File: src/hw/rtl/ssr_pkg.sv
// ssr_pkg: shared types and constants for the slope reconstruction block
// holds widths, mode and status codes, the work-queue entry and fsm state types
// no dependencies
`timescale 1ns / 1ps
`default_nettype none

package ssr_pkg;

    localparam int NV       = 3;                // conserved variables per cell
    localparam int FRAC     = 16;               // fraction bits of q16.16
    localparam int NUM_W    = 84;               // signed numerator width
    localparam int DEN_W    = 68;               // signed denominator width
    localparam int QW       = 32;               // quotient bits produced
    localparam int DSH_W    = DEN_W + QW;       // shifted divisor width
    localparam int MUL_LAST = 8;                // last step of the product sequence
    localparam int QUEUE_DEPTH = 2;             // power of two
    localparam int QP_W     = $clog2(QUEUE_DEPTH);

    localparam logic [1:0] MODE_ZERO = 2'd0;
    localparam logic [1:0] MODE_LS   = 2'd1;
    localparam logic [1:0] MODE_CD   = 2'd2;

    typedef enum logic [1:0] {
        ST_OK,
        ST_ZERO_DEN,
        ST_SAT,
        ST_SHORT
    } status_t;

    typedef logic signed [NUM_W-1:0] num_t;
    typedef logic signed [DEN_W-1:0] den_t;

    // one quotient job handed from front to back
    typedef struct packed {
        num_t [NV-1:0] num;
        den_t          den;
        logic          zero;
        status_t       status;
        logic          run_end;
        logic          grid_end;
    } job_t;

    typedef enum logic [2:0] {
        F_IDLE,
        F_MUL,
        F_INT,
        F_EDGE1,
        F_EDGE2
    } front_state_t;

    typedef enum logic [1:0] {
        B_IDLE,
        B_CHECK,
        B_DIV,
        B_OUT
    } back_state_t;

endpackage

`default_nettype wire

File: src/hw/rtl/ssr_queue.sv
// ssr_queue: short fifo of quotient jobs between front and back
// depends on ssr_pkg
`timescale 1ns / 1ps
`default_nettype none

module ssr_queue
    import ssr_pkg::*;
(
    input  logic clk,
    input  logic rst_n,
    input  logic push_valid,
    output logic push_ready,
    input  job_t push_job,
    output logic pop_valid,
    input  logic pop_ready,
    output job_t pop_job
);

    job_t            mem_reg [QUEUE_DEPTH];
    logic [QP_W-1:0] wr_ptr_reg;
    logic [QP_W-1:0] rd_ptr_reg;
    logic [QP_W:0]   cnt_reg;
    logic            do_push;
    logic            do_pop;

    assign push_ready = (cnt_reg != (QP_W+1)'(QUEUE_DEPTH));
    assign pop_valid  = (cnt_reg != '0);
    assign pop_job    = mem_reg[rd_ptr_reg];
    assign do_push    = push_valid && push_ready;
    assign do_pop     = pop_valid && pop_ready;

    always_ff @(posedge clk)
    begin
        if (do_push)
        begin
            mem_reg[wr_ptr_reg] <= push_job;
        end
    end

    always_ff @(posedge clk or negedge rst_n)
    begin
        if (!rst_n)
        begin
            wr_ptr_reg <= '0;
            rd_ptr_reg <= '0;
            cnt_reg    <= '0;
        end
        else
        begin
            if (do_push)
            begin
                wr_ptr_reg <= wr_ptr_reg + 1'b1;
            end
            if (do_pop)
            begin
                rd_ptr_reg <= rd_ptr_reg + 1'b1;
            end
            if (do_push && !do_pop)
            begin
                cnt_reg <= cnt_reg + 1'b1;
            end
            else if (do_pop && !do_push)
            begin
                cnt_reg <= cnt_reg - 1'b1;
            end
        end
    end

endmodule

`default_nettype wire

File: config.mk
export PLATFORM = sky130hd
export DESIGN_NAME = ssr_queue
export DESIGN_NICKNAME = d
export VERILOG_FILES = /design/src/hw/rtl/ssr_pkg.sv /design/src/hw/rtl/ssr_queue.sv
export SDC_FILE = /design/constraint.sdc
export NUM_CORES = 1
export LEC_CHECK = 0
export BUFFER_PORTS_ARGS = -buffer_cell sky130_fd_sc_hd__buf_2
export CAP_MARGIN = 20
export CORE_AREA = 2 2 266 268
export CTS_CLUSTER_SIZE = 14
export DETAILED_ROUTE_END_ITERATION = 6
export DIE_AREA = 0 0 268 270
export PLACE_DENSITY = 0.66
export SLEW_MARGIN = 20
export SYNTH_ARGS = -nofsm -noshare
export SYNTH_HDL_FRONTEND = slang
export SYNTH_SLANG_ARGS = --single-unit
File: constraint.sdc
create_clock -name clk -period 20.1 [get_ports clk]
set_input_delay 3.015 -clock clk [delete_from_list [all_inputs] [get_ports clk]]
set_output_delay 3.015 -clock clk [all_outputs]
set_load 0.01 [all_outputs]
# Yosys cells after proc, flatten, opt, wreduce, memory -nomap -nowiden
# Memory sizes are Yosys's and may differ from the RTL's.
# Cells that the tools add are included.
# W data, S select, Z words.
# totals
ff_bits	4
mem_bits_rw	650
inputBits	329
output_inout_bits	327
wordCells	21
n_memories	1
# op_classes
n_addsub	4
n_eq_ne	1
n_mux	4
reduce_logical	8
# memory_table
name	depth	word_bits	read_ports	rd_ports_with_merged_regs	wr	line	text
mem_reg	2	325	1	0	1	ssr_queue.sv:19	job_t mem_reg [QUEUE_DEPTH];
# op_table
operator	n
$logic_and A1 B1 Y1	4
$mux W2	2
$reduce_bool A2 Y1	2
$add A1 B1 Y1 const B	2
$add A2 B1 Y2 const B	1
$logic_not A1 Y1	2
$mux W1	2
$ne A2 B2 Y1 const B	1
$sub A2 B1 Y2 const B	1

# Logic depth before layout (Yosys ltp)
# logic_depth
depth_word	6
depth_mapped	7
mapped_depth_nobuf	7

# Least setup slack after synthesis
# No wires, ideal clock.
# synth_timing
path_kind	input -> register
startpoint	input push_valid
endpoint	memory mem_reg[0][0] (netlist bit) (enable)
setup_ns	1.018
arrival_time_ns	16.559
required_ns	19.082
setup_slack_ns	2.523
stages	2
path_buffers	0
path_cell_list	nand2_1 nor2_1
# synth_via
elab_chain_cells	3
# synth_rtl
item	line	text
start, declared	ssr_queue.sv:11	input logic push_valid,
$logic_and A1 B1 Y1	ssr_queue.sv:29	assign do_push = push_valid && push_ready;
$mux W1	ssr_queue.sv:34	if (do_push)
$mux W1 (implied by the code)	ssr_queue.sv:36	mem_reg[wr_ptr_reg] <= push_job;
end, declared	ssr_queue.sv:19	
# Every way passes these cells.

==> reports/results.tsv <==
stage	metric	value	unit
run_status	outcome	complete, no violations	
critical_path	rr_startpoint	cnt_reg[0]$_DFFE_PN0P_	
sta	grt_setup_unrepaired	false	
synthesis	synth_seq_area_share	81.1	%
pwr	clockPowerShare	27.1	%
critical_path	crit_top_cell	buf_4	
pwr	seq_power_share	43.1	%
global_routing	grt_pass1_wl	77200	um
finish	multi_input_area	0.00429	mm^2
pwr	sw_frac_of_total	29.2	%
critical_path	timing.reg2reg.setup_slack	16.57	ns
routing	drt-wirelength-per-cell	19.4	um
routing	drcViolationCount	0	
floorplan	std_cell_rows	97	
critical_path	worst_ep_arrival_time	4.20	ns
global_routing	grt_max_degree	167	
finish	finished_cell_area	0.0307	mm^2
routing	drt_first_pass_iters	4	
critical_path	timing.critical_path.required	17.09	ns
synthesis	synth_enable_flop_cells	650	
sta	timing.clock.skew	0.0184	ns
placed_design	place_area	0.0285	mm^2
floorplan	die_area	0.0724	mm^2
synthesis	ys_top_cells_by_count	edfxtp_1, mux2_2, mux2_4	
synthesis	ys_dominant_reg_cell	edfxtp_1	
finish	final_nets	2060	
synthesis	synthDominantCellAreaShare	80.7	%
sta	fin_tns_setup	0	ns
clocking	cts_inserted_buffers	70	
sta	final_setup_violation_count	0	
placed_design	dp_cells	2598	
critical_path	critical_path.n_buffers_inverters	3	
floorplan	fp.coreArea	0.0695	mm^2
finish	register_area	0.0196	mm^2
placed_design	dp_worst_setup_slack	13.49	ns
synthesis	synth_area_per_cell	23.5	um^2
global_routing	first_global_vias	13100	
global_routing	antenna_violations_before_repair	17	
floorplan	chipWidth	268	um
floorplan	initial_utilization	34.8	%
clocking	h-tree-depth	3	
critical_path	critPathSlowestCell	dfrtp_4	
hold_path	hold_class	register to register	
sta	report.final.slew_viol_count	0	
hold_path	holdPathStages	1	
synthesis	synth.largest_area_cell	edfxtp_1	
pwr	pwr_density_cell	148	mW/mm^2
sta	post-route-worst-setup-slack	12.89	ns
critical_path	endpoint_kind	primary output	
critical_path	timing.rr.end	mem_reg[0][317]$_DFFE_PP_	
clocking	clock_path_buffers	3	
pwr	power_frac_comb	29.8	%
clocking	tritoncts	done	
clocking	cts-hold-fix-buffers	0	
clocking	cts_sinks	654	
synthesis	syn-instance-count	1029	
finish	post_layout_nonfiller_instances	2733	
global_routing	grtUsageTotal	14.1	%
hold_path	hold_path.startpoint	cnt_reg[1]$_DFFE_PN0P_	
run	drv_cap	0	
finish	drive_gt1_share	61.3	%
sta	hold-worst-slack	0.522	ns
synthesis	syn_nets	1359	
synthesis	synth_area	0.0242	mm^2
critical_path	start_kind	register	
routing	drt.antenna.violating_nets	0	
synthesis	synthArstFlopShare	0.612	%
clocking	cts.reportedPaths.clkPinSlew	0.06	ns
pwr	peakVddDrop	0.138	mV
hold_path	whs_endpoint	cnt_reg[1]$_DFFE_PN0P_	
routing	drt-vias-per-instance	4.48	
clocking	source_to_sink_clock_delay_at_the_later_pin_of_the_worst_skew_pair	0.60	ns
floorplan	die_h	270	um
routing	vias	12200	
routing	postRouteWirelength	53000	um
critical_path	kind_of_cell_adding_the_most_delay_to_the_critical_path	buffers and inverters	
synthesis	synth_area_leaders	edfxtp_1, mux2_4, mux2_2	
critical_path	cells_along_the_critical_path	buf_4, buf_4, mux2_2, buf_2	
synthesis	ys_ff_latch	654	
critical_path	worst-setup-path-type	register to primary output	
synthesis	ys_warn_count	0	
critical_path	worst_path_largest_cell_delay	1.13	ns
sta	period_share	35.9	%
routing	drt_first_iter_violations	836	
synthesis	synth_cell_type_count	16	
pwr	p_leak	11.7	nW
sta	final.min_clock_period	7.21	ns
sta	max_clock_freq	139	MHz
pwr	power_report.internal_total	0.00323	W
sta	report.final.hold_viol_count	0	
critical_path	timing.critical_path.fanout_max	75	
sta	tightest_slew	1.24	ns
synthesis	synthMostInstantiatedCell	edfxtp_1	
floorplan	ios	656	
finish	filler_cell_count	5985	
placed_design	finalWeightedCongestion	0.815	
clocking	cts_setup_buffers	0	
critical_path	r2r.worst_path.cells	6	
finish	largest_register_ffs	650	
finish	area_growth_syn_to_layout	27.1	%
pwr	power.net_switching	0.00133	W
global_routing	globalRoute.totalOverflow	0	
sta	slew-limit-headroom	17.5	%
placed_design	portBuffers	655	
clocking	cts_root_buf	clkbuf_16	
clocking	postCtsResizedCells	0	
placed_design	hpwlAfterDp	36800	um
power by group through the flow:
stage	clock (W)	combinational, W	sequential, W
global route	0.00132	0.00145	0.00200
global placement	0	0.00136	0.00198
detailed placement	0	0.00138	0.00200
floorplan	0	0.000910	0.00209
CTS	0.00127	0.00138	0.00197
finish	0.00123	0.00136	0.00197
layout by cell type (no fill, tap or decap), drive strengths merged:
cell / instances
nor2: 2
clkbuf: 85
xnor2: 3
xor2: 2
edfxtp: 650
inv: 4
buf: 665
clkinvlp: 1
or2: 1
clkinv: 27
ha: 1
mux2: 325
bufinv: 5
dfrtp: 4
nand2b: 1
diode: 14
and3: 1
nand2: 2
routing by layer:
layer / track usage [%] / wire [um] / vias up
met5: 0 / 49 / -
met4: 6.87 / 2160 / 8
met3: 5.06 / 4380 / 125
met2: 24.3 / 26800 / 482
met1: 15.3 / 19600 / 6084
li1: - / - / 5537
cell families (layout without fill, tap and decap cells):
kind of cell | count (synthesis) | count (layout) | share of synthesized area, %
other | 0 | 14 | 0
and+or+nand+nor | 7 | 7 | 0.140
muxes | 325 | 325 | 17.3
DFF | 654 | 654 | 81.1
xor gates and xnor gates | 5 | 5 | 0.181
buffers and inverters | 37 | 787 | 1.18
adders and majority gates | 1 | 1 | 0.0517
stage by stage:
step           utilization [%]  power, W
6_report                  44.2   0.00456
4_1_cts                   44.2   0.00462
5_1_grt                   44.2   0.00477
3_3_place_gp              41.0   0.00334
2_1_floorplan                -   0.00300
3_5_place_dp              41.0   0.00337
final cells by class:
class	count	share of cell area [%]
repair buffers	665	11.0
well taps	940	3.83
inverters	1	0.0122
multi-input cells	338	13.9
diodes	14	0.114
clock inverters	36	1.21
flip-flops and latches	654	63.8
clock buffers	85	6.02
worst max-delay path by stage:
stage	endpoint	start	cells after the start
finish	pop_job[311]	rd_ptr_reg$_DFFE_PN0P_	4
global route	pop_job[139]	rd_ptr_reg$_DFFE_PN0P_	4
CTS	pop_job[309]	rd_ptr_reg$_DFFE_PN0P_	4
detailed placement	pop_job[309]	rd_ptr_reg$_DFFE_PN0P_	4
global placement	pop_job[309]	rd_ptr_reg$_DFFE_PN0P_	4
floorplan	mem_reg[0][0]$_DFFE_PP_	push_valid	2
Note: power is estimated with default switching activity, not from simulation.
