[src/hw/rtl/ssr_pkg.sv]
// ssr_pkg: shared types and constants for the slope reconstruction block
// holds widths, mode and status codes, the work-queue entry and fsm state types
// no dependencies
`timescale 1ns / 1ps
`default_nettype none

package ssr_pkg;

    localparam int NV       = 3;                // conserved variables per cell
    localparam int FRAC     = 16;               // fraction bits of q16.16
    localparam int NUM_W    = 84;               // signed numerator width
    localparam int DEN_W    = 68;               // signed denominator width
    localparam int QW       = 32;               // quotient bits produced
    localparam int DSH_W    = DEN_W + QW;       // shifted divisor width
    localparam int MUL_LAST = 8;                // last step of the product sequence
    localparam int QUEUE_DEPTH = 2;             // power of two
    localparam int QP_W     = $clog2(QUEUE_DEPTH);

    localparam logic [1:0] MODE_ZERO = 2'd0;
    localparam logic [1:0] MODE_LS   = 2'd1;
    localparam logic [1:0] MODE_CD   = 2'd2;

    typedef enum logic [1:0] {
        ST_OK,
        ST_ZERO_DEN,
        ST_SAT,
        ST_SHORT
    } status_t;

    typedef logic signed [NUM_W-1:0] num_t;
    typedef logic signed [DEN_W-1:0] den_t;

    // one quotient job handed from front to back
    typedef struct packed {
        num_t [NV-1:0] num;
        den_t          den;
        logic          zero;
        status_t       status;
        logic          run_end;
        logic          grid_end;
    } job_t;

    typedef enum logic [2:0] {
        F_IDLE,
        F_MUL,
        F_INT,
        F_EDGE1,
        F_EDGE2
    } front_state_t;

    typedef enum logic [1:0] {
        B_IDLE,
        B_CHECK,
        B_DIV,
        B_OUT
    } back_state_t;

endpackage

`default_nettype wire

[src/hw/rtl/ssr_if.sv]
// ssr_if: valid/ready channel interfaces for cells, slopes and the mode register
// depends on nothing
`timescale 1ns / 1ps
`default_nettype none


interface ssr_out_if;
    logic               valid;
    logic               ready;
    logic signed [31:0] slope_a;
    logic signed [31:0] slope_b;
    logic signed [31:0] slope_c;
    logic               run_end;
    logic               grid_end;
    logic [1:0]         status;

    modport source (output valid, slope_a, slope_b, slope_c, run_end, grid_end,
                    status, input ready);
    modport sink (input valid, slope_a, slope_b, slope_c, run_end, grid_end,
                  status, output ready);
endinterface


`default_nettype wire

[src/hw/rtl/ssr_back.sv]
// ssr_back: three-lane radix-2 divider with saturation and the output register
// depends on ssr_pkg and ssr_if
`timescale 1ns / 1ps
`default_nettype none

module ssr_back
    import ssr_pkg::*;
(
    input  logic clk,
    input  logic rst_n,
    input  logic pop_valid,
    output logic pop_ready,
    input  job_t pop_job,
    ssr_out_if.source slope_out
);

    back_state_t state_reg, state_next;

    logic [NUM_W-1:0] rem_reg [NV];
    logic [QW-1:0]    q_reg [NV];
    logic [NV-1:0]    neg_reg;
    logic [NV-1:0]    ovf_reg;
    logic [DEN_W-1:0] dmag_reg;
    logic [DSH_W-1:0] dsh_reg;
    logic             dzero_reg;
    logic             zero_reg;
    status_t          status_reg;
    logic             run_reg;
    logic             grid_reg;
    logic [4:0]       cnt_reg;

    logic               out_valid_reg;
    logic signed [31:0] slope_reg [NV];
    logic               run_out_reg;
    logic               grid_out_reg;
    status_t            status_out_reg;

    logic               out_free;
    logic               load_out;
    logic signed [31:0] slope_res [NV];
    status_t            status_res;

    assign out_free = !out_valid_reg || slope_out.ready;

    always_ff @(posedge clk)
    begin
        case (state_reg)
            B_IDLE:
            begin
                if (pop_valid)
                begin
                    for (int j = 0; j < NV; j++)
                    begin
                        rem_reg[j] <= pop_job.num[j][NUM_W-1] ? -pop_job.num[j]
                                                              : pop_job.num[j];
                        neg_reg[j] <= pop_job.num[j][NUM_W-1] ^ pop_job.den[DEN_W-1];
                    end
                    dmag_reg   <= pop_job.den[DEN_W-1] ? -pop_job.den : pop_job.den;
                    dzero_reg  <= (pop_job.den == '0);
                    zero_reg   <= pop_job.zero;
                    status_reg <= pop_job.status;
                    run_reg    <= pop_job.run_end;
                    grid_reg   <= pop_job.grid_end;
                end
            end
            B_CHECK:
            begin
                // quotient of 2^32 or more always saturates
                for (int j = 0; j < NV; j++)
                begin
                    ovf_reg[j] <= DSH_W'(rem_reg[j]) >= {dmag_reg, {QW{1'b0}}};
                    q_reg[j]   <= '0;
                end
                dsh_reg <= {1'b0, dmag_reg, {(QW-1){1'b0}}};
                cnt_reg <= 5'(QW-1);
            end
            B_DIV:
            begin
                for (int j = 0; j < NV; j++)
                begin
                    if (DSH_W'(rem_reg[j]) >= dsh_reg)
                    begin
                        rem_reg[j] <= NUM_W'(DSH_W'(rem_reg[j]) - dsh_reg);
                        q_reg[j]   <= {q_reg[j][QW-2:0], 1'b1};
                    end
                    else
                    begin
                        q_reg[j] <= {q_reg[j][QW-2:0], 1'b0};
                    end
                end
                dsh_reg <= dsh_reg >> 1;
                cnt_reg <= cnt_reg - 1'b1;
            end
            default: ;
        endcase
    end

    always_comb
    begin
        logic any_sat;
        logic sat;
        any_sat = 1'b0;
        for (int j = 0; j < NV; j++)
        begin
            sat = ovf_reg[j] ||
                  (q_reg[j] > (neg_reg[j] ? 32'h8000_0000 : 32'h7FFF_FFFF));
            any_sat = any_sat || sat;
            if (sat)
            begin
                slope_res[j] = neg_reg[j] ? 32'sh8000_0000 : 32'sh7FFF_FFFF;
            end
            else
            begin
                slope_res[j] = neg_reg[j] ? -$signed(q_reg[j]) : $signed(q_reg[j]);
            end
        end
        status_res = any_sat ? ST_SAT : ST_OK;
        if (zero_reg || dzero_reg)
        begin
            for (int j = 0; j < NV; j++)
            begin
                slope_res[j] = '0;
            end
            status_res = zero_reg ? status_reg : ST_ZERO_DEN;
        end
    end

    always_ff @(posedge clk)
    begin
        if (load_out)
        begin
            for (int j = 0; j < NV; j++)
            begin
                slope_reg[j] <= slope_res[j];
            end
            run_out_reg    <= run_reg;
            grid_out_reg   <= grid_reg;
            status_out_reg <= status_res;
        end
    end

    always_ff @(posedge clk or negedge rst_n)
    begin
        if (!rst_n)
        begin
            state_reg     <= B_IDLE;
            out_valid_reg <= 1'b0;
        end
        else
        begin
            state_reg <= state_next;
            if (load_out)
            begin
                out_valid_reg <= 1'b1;
            end
            else if (slope_out.ready)
            begin
                out_valid_reg <= 1'b0;
            end
        end
    end

    always_comb
    begin
        state_next = state_reg;
        case (state_reg)
            B_IDLE:  if (pop_valid) state_next = B_CHECK;
            B_CHECK: state_next = (zero_reg || dzero_reg) ? B_OUT : B_DIV;
            B_DIV:   if (cnt_reg == '0) state_next = B_OUT;
            B_OUT:   if (out_free) state_next = B_IDLE;
            default: state_next = B_IDLE;
        endcase
    end

    always_comb
    begin
        pop_ready = (state_reg == B_IDLE);
        load_out  = (state_reg == B_OUT) && out_free;
    end

    assign slope_out.valid    = out_valid_reg;
    assign slope_out.slope_a  = slope_reg[0];
    assign slope_out.slope_b  = slope_reg[1];
    assign slope_out.slope_c  = slope_reg[2];
    assign slope_out.run_end  = run_out_reg;
    assign slope_out.grid_end = grid_out_reg;
    assign slope_out.status   = status_out_reg;

endmodule

`default_nettype wire

[src/flat_wrapper.sv]
// flat-port wrapper written by rule: the top's interface ports become plain ports
module ssr_back_flat import ssr_pkg::*;
  (clk, rst_n, pop_valid, pop_ready, pop_job, slope_out_valid, slope_out_slope_a, slope_out_slope_b, slope_out_slope_c, slope_out_run_end, slope_out_grid_end, slope_out_status, slope_out_ready);
  ssr_out_if slope_out_i ();
  input  logic clk;
  input  logic rst_n;
  input  logic pop_valid;
  output logic pop_ready;
  input  job_t pop_job;
  output wire logic [$bits(slope_out_i.valid)-1:0] slope_out_valid;
  output wire logic [$bits(slope_out_i.slope_a)-1:0] slope_out_slope_a;
  output wire logic [$bits(slope_out_i.slope_b)-1:0] slope_out_slope_b;
  output wire logic [$bits(slope_out_i.slope_c)-1:0] slope_out_slope_c;
  output wire logic [$bits(slope_out_i.run_end)-1:0] slope_out_run_end;
  output wire logic [$bits(slope_out_i.grid_end)-1:0] slope_out_grid_end;
  output wire logic [$bits(slope_out_i.status)-1:0] slope_out_status;
  input wire logic [$bits(slope_out_i.ready)-1:0] slope_out_ready;
  assign slope_out_valid = slope_out_i.valid;
  assign slope_out_slope_a = slope_out_i.slope_a;
  assign slope_out_slope_b = slope_out_i.slope_b;
  assign slope_out_slope_c = slope_out_i.slope_c;
  assign slope_out_run_end = slope_out_i.run_end;
  assign slope_out_grid_end = slope_out_i.grid_end;
  assign slope_out_status = slope_out_i.status;
  assign slope_out_i.ready = slope_out_ready;
  ssr_back u_core (.clk(clk), .rst_n(rst_n), .pop_valid(pop_valid), .pop_ready(pop_ready), .pop_job(pop_job), .slope_out(slope_out_i));
endmodule
[config.mk]
export PLATFORM = sky130hd
export DESIGN_NAME = ssr_back_flat
export DESIGN_NICKNAME = d
export VERILOG_FILES = /design/src/hw/rtl/ssr_pkg.sv /design/src/hw/rtl/ssr_if.sv /design/src/hw/rtl/ssr_back.sv /design/src/flat_wrapper.sv
export SDC_FILE = /design/constraint.sdc
export NUM_CORES = 2
export LEC_CHECK = 0
export BUFFER_PORTS_ARGS = -buffer_cell sky130_fd_sc_hd__buf_2
export CAP_MARGIN = 15
export CORE_MARGIN = 5
export CORE_UTILIZATION = 40
export CTS_CLUSTER_SIZE = 24
export DETAILED_ROUTE_END_ITERATION = 8
export PLACE_DENSITY = 0.66
export SYNTH_ARGS = -nofsm -noshare
export SYNTH_HDL_FRONTEND = slang
export SYNTH_SLANG_ARGS = --single-unit
[constraint.sdc]
create_clock -name clk -period 8.87 [get_ports clk]
set_input_delay 0.4435 -clock clk [delete_from_list [all_inputs] [get_ports clk]]
set_output_delay 0.4435 -clock clk [all_outputs]
set_load 0.01 [all_outputs]
-- Word level (Yosys, flattened, before mapping)
Memory sizes are Yosys's and may differ from the RTL's.
Index checks and enable logic that the tools add are counted.
Widths: inputs -> output; s select.
- bits of input ports: 329
- memories: 3
- output and inout bits: 102
- word-level logic and storage cells: 133
- bits in registers: 192
- memory bits (writable): 444
- memory list (name ; words ; bits a word ; read ports ; clocked after memory_dff ; wr ports ; RTL line ; text):
    u_core.rem_reg ; 3 ; 84 ; 3 ; 0 ; 3 ; ssr_back.sv:19 ; logic [NUM_W-1:0] rem_reg [NV];
    u_core.q_reg ; 3 ; 32 ; 3 ; 0 ; 3 ; ssr_back.sv:20 ; logic [QW-1:0] q_reg [NV];
    u_core.slope_reg ; 3 ; 32 ; 3 ; 0 ; 3 ; ssr_back.sv:33 ; logic signed [31:0] slope_reg [NV];
- equal/unequal tests: 6
- muxes and demuxes: 60
- order comparisons: 9
- $add $sub $neg: 11
- reduce and logical (&&, ||, !) cells: 16
- bitwise logic cells: 12
- operators by type and width (operator ; number):
    $ge 84x100->1 ; 6
    $mux 84 ; 6
    $mux 32 ; 15
    $neg 84->84 ; 3
    $sub 84x84->84 ; 3
    $pmux 100 s2 ; 1
    $gt 32x32->1 ; 3
    $mux 96 ; 1
    $neg 32->32 ; 3
    $logic_not 68->1 ; 1
    $neg 68->68 ; 1
    $mux 67 ; 1
    $mux 1 ; 28
    $mux 2 ; 6
    $pmux 5 s2 ; 1
    $or 1x1->1 ; 9
    $pmux 2 s4 ; 1
    $logic_or 1x1->1 ; 7
    $logic_not 5->1 ; 1
    $sub 5x1->5 const B ; 1
    $eq 2x2->1 const B ; 2
    $ne 2x1->1 const B ; 2
    $reduce_bool 2->1 ; 2
    $reduce_and 3->1 ; 1
    7 further kinds ; 9

-- Longest topological paths before layout
- depth after elaboration: 7
- depth in mapped cells: 17
- depth with buffers taken out: 15

-- Least setup slack after synthesis
No wires, ideal clock.
- path kind: flip-flop to flip-flop
- start point: register u_core.dsh_reg[44]
- end point: memory u_core.rem_reg[0][0] (enable)
- library setup time: 0.642 ns
- path slack: -0.409 ns
- required time: 8.228 ns
- arrival: 8.637 ns
- cell stages (with the launch flop): 14
- buffers on the path: 1
- cells stage by stage: edfxtp_1 -> inv_1 -> ha_1 -> clkbuf_1 -> nand2_1 -> or3_1 -> nor4b_1 -> and2_1 -> a211o_1 -> a31oi_1 -> a2111oi_0 -> a211o_1 -> a31oi_1 -> o21ai_0
- RTL lines (item ; RTL line ; text):
    from (decl) ; ssr_back.sv:24 ; logic [DSH_W-1:0] dsh_reg;
    from (signal assigned) ; ssr_back.sv:74 ; dsh_reg <= {1'b0, dmag_reg, {(QW-1){1'b0}}};
    from (signal assigned) ; ssr_back.sv:91 ; dsh_reg <= dsh_reg >> 1;
    to (decl) ; ssr_back.sv:19 ;

==> metrics.txt <==
DP Worst Slack 2.76 ns; CP Data Arrival Time 6.70 ns; final setup TNS 0 ns; setup slack after layout 2.58 ns; commonest non-fill, non-tap cells in the layout a21oi_1, edfxtp_1, nand2_1; Post-synth top flop edfxtp_1; f_max 159 MHz; RR Startpoint u_core.dsh_reg[0]; RSZ-0062 raised after global routing no; DRC 0; CP Capture Type register; Final GP Congestion 1.01; CTS Buf Count 79; CTS resizes 0; Die X 379 µm; H-tree levels 3; DR vias 50.1k; Crit. Startpoint u_core.dsh_reg[0]; Die Y 379 µm; crit-path max FO 197; clock sinks 635; total global-route track usage 26.5%; Mapped Nets 7,031; Hold Violations, Final 0; max reg flops 252; Crit path largest cell delay 0.85 ns; Post-CTS Setup Bufs 0; largest family of logic cells by synthesized area compound AO/OA/AOI/OAI gates; post-synthesis compound-gate area fraction 21.0%; Final Slew Violations 0; worst hold path depth 2; effective utilization at floorplan 40.3%; WL/cell 23.8 µm; Worst R2R Setup Slack 2.58 ns; Yosys reg bits 635; HPWL after detailed placement 160 mm; Setup Viol. Count Final 0; die footprint 144,000 µm²; share of cells above drive strength 1 11.1%; area of the mapped netlist 54,600 µm²; status finished clean; P per Cell Area 356 nW/µm²; EDFF count, synth 631; Worst-path clk slew 0.06 ns; most used cell, CP a21oi_1; worst hold path startpoint pop_job[36]; Yosys top cell area share 34.7%; Area growth syn-to-layout 12.5%; largest buffer count on any clock path 3; startpoint types register; xor-xnor portion of the synthesized cell area 8.93%; post-route ant nets 0; Worst VDD drop 323 µV; critical path type register to register; mux contribution to synthesized area 1.72%; Avg Inst Size Synth 8.83 µm²; WP data required 9.28 ns; Synth async-reset ratio 0.472%; dominant cells by area after synthesis edfxtp_1, ha_1, xnor2_1; Final min period 6.29 ns; Leak 24.1 nW; Cell Rows 135; Max Cap Viol 0; first-pass GRT wire length 291 mm; fill count 13.2k; clock latency reported for the late side of the worst-skew pair 0.71 ns; Nets 7,322; sequential element share of the synthesized area 34.9%; DRT iter0 DRCs 5,291; largest net degree at the start of global routing 198; initial antenna violation count 71; Via density 5.99; Worst Reg-to-Reg Cells 15; worst min path class primary input to register; Post-Synth Adder-Cell Area 12.0%; CP max-delay cell buf_4; CTS tree yes; post-synthesis simple-gate area fraction 17.9%; grt ovf 0; Syn Inst Count 6,182; clock skew 0.0457 ns; library cells used by synthesis 85; IO buf count 430; Detailed Routing Iterations Pass 1 6; root buffer cell clkbuf_16; final cycle utilization of the critical path 70.9%; number of global-route vias before repair 46.9k; # IOs 431; worst path cell trace ha_1 > fa_1 > nor2b_1 > o31a_1 > o2111ai_1 > a21oi_1 > a21oi_1 > o21ai_1 > nand3_1 > a31oi_1 > nor2_1 > a31oi_4 > buf_12 > buf_4 > o21ai_0; most common library cell in the layout ignoring fill and taps a21oi_1; core area 135,000 µm²; Total Wirelength 199 mm; worst slew pin tran 1.20 ns; Warnings, synthesis 0; area leader, netlist edfxtp_1; worst rel slew slack 19.4%
==> cell families (layout without fill, tap and decap cells) <==
kind of cell    count (synthesis)  count (layout)
compound gates               1876            1876
xor+xnor                      556             556
fa+ha+maj                     520             520
buf+inv                       515             871
flops                         635             635
mux                            86              86
other cells                     0              43
simple gates                 1994            1994
==> what timing repair did <==
| action | CTS | global route |
|---|---|---|
| endpoints found under the setup margin | 0 | 0 |
| endpoints found under the hold margin | 10 | 0 |
| hold buffers | 8 | 0 |
==> worst paths after layout <==
| kind | endpoint |
|---|---|
| worst min-delay path | u_core.dmag_reg[31] |
| worst max-delay path | u_core.rem_reg[0][93] |
| worst max register to register | u_core.rem_reg[0][93] |
| min in group asynchronous | u_core.slope_out.valid |
| max in group asynchronous | u_core.state_reg[1] |
| worst min register to register | u_core.slope_out.grid_end |
==> where the power goes <==
part	leakage, nW	internal, mW	switching (mW)	total (mW)
combinational	16.7	4.59	8.17	12.8
sequential	6.07	4.77	0.764	5.53
clock	1.35	2.12	1.48	3.60
==> cell type report <==
class,count,area [µm²],area share (%)
inverter,242,908,1.48
timing repair buffer,483,2580,4.20
clock buffer,91,2040,3.33
antenna,43,108,0.175
multi-input combinational,5032,33700,54.9
tap,1781,2230,3.63
clock inverter,55,787,1.28
sequential,635,19000,31.0
==> critical path: cells and delay by family, from the launching register on <==
| family | cells | cell delay (ns) |
|---|---|---|
| AO/OA/AOI/OAI | 8 | 2.78 |
| buffers and inverters | 2 | 1.45 |
| adder cells (fa/ha/maj) | 2 | 0.68 |
| AND/OR/NAND/NOR | 3 | 0.45 |
| flip-flops | 1 | 0.43 |
==> through the flow <==
step / total power, mW / hold WS [ns] / area [µm²] / std cells / utilization (%)
2_1_floorplan: 14.4 / 0.148 / 54600 / 6182 / -
3_3_place_gp: 17.9 / 0.269 / 58400 / 8162 / 43.1
3_5_place_dp: 18.0 / 0.274 / 58400 / 8165 / 43.1
4_1_cts: 21.7 / 0.00000699 / 61300 / 8319 / 45.2
5_1_grt: 23.3 / 0.0291 / 61300 / 8324 / 45.3
6_report: 21.9 / 0.0469 / 61400 / 8362 / 45.3
==> synth_stat cells, types with 163 or more instances <==
| cell | n |
|---|---|
| xor2_1 | 168 |
| nor2_1 | 513 |
| clkbuf_1 | 245 |
| nand4_1 | 163 |
| a21o_1 | 248 |
| o21ai_0 | 493 |
| edfxtp_1 | 631 |
| inv_1 | 241 |
| nand2_1 | 533 |
| ha_1 | 517 |
| a21oi_1 | 637 |
| xnor2_1 | 388 |
==> metal layers <==
layer | part of all wire, % | GRT usage [%] | vias to the layer above
met5 | 0.12 | 0 | -
met4 | 4.1 | 9.54 | 38
met3 | 9.6 | 5.90 | 383
met2 | 43 | 41.0 | 2110
met1 | 43 | 36.5 | 23900
li1 | - | - | 23600
Power figures use the tool's default switching activity.
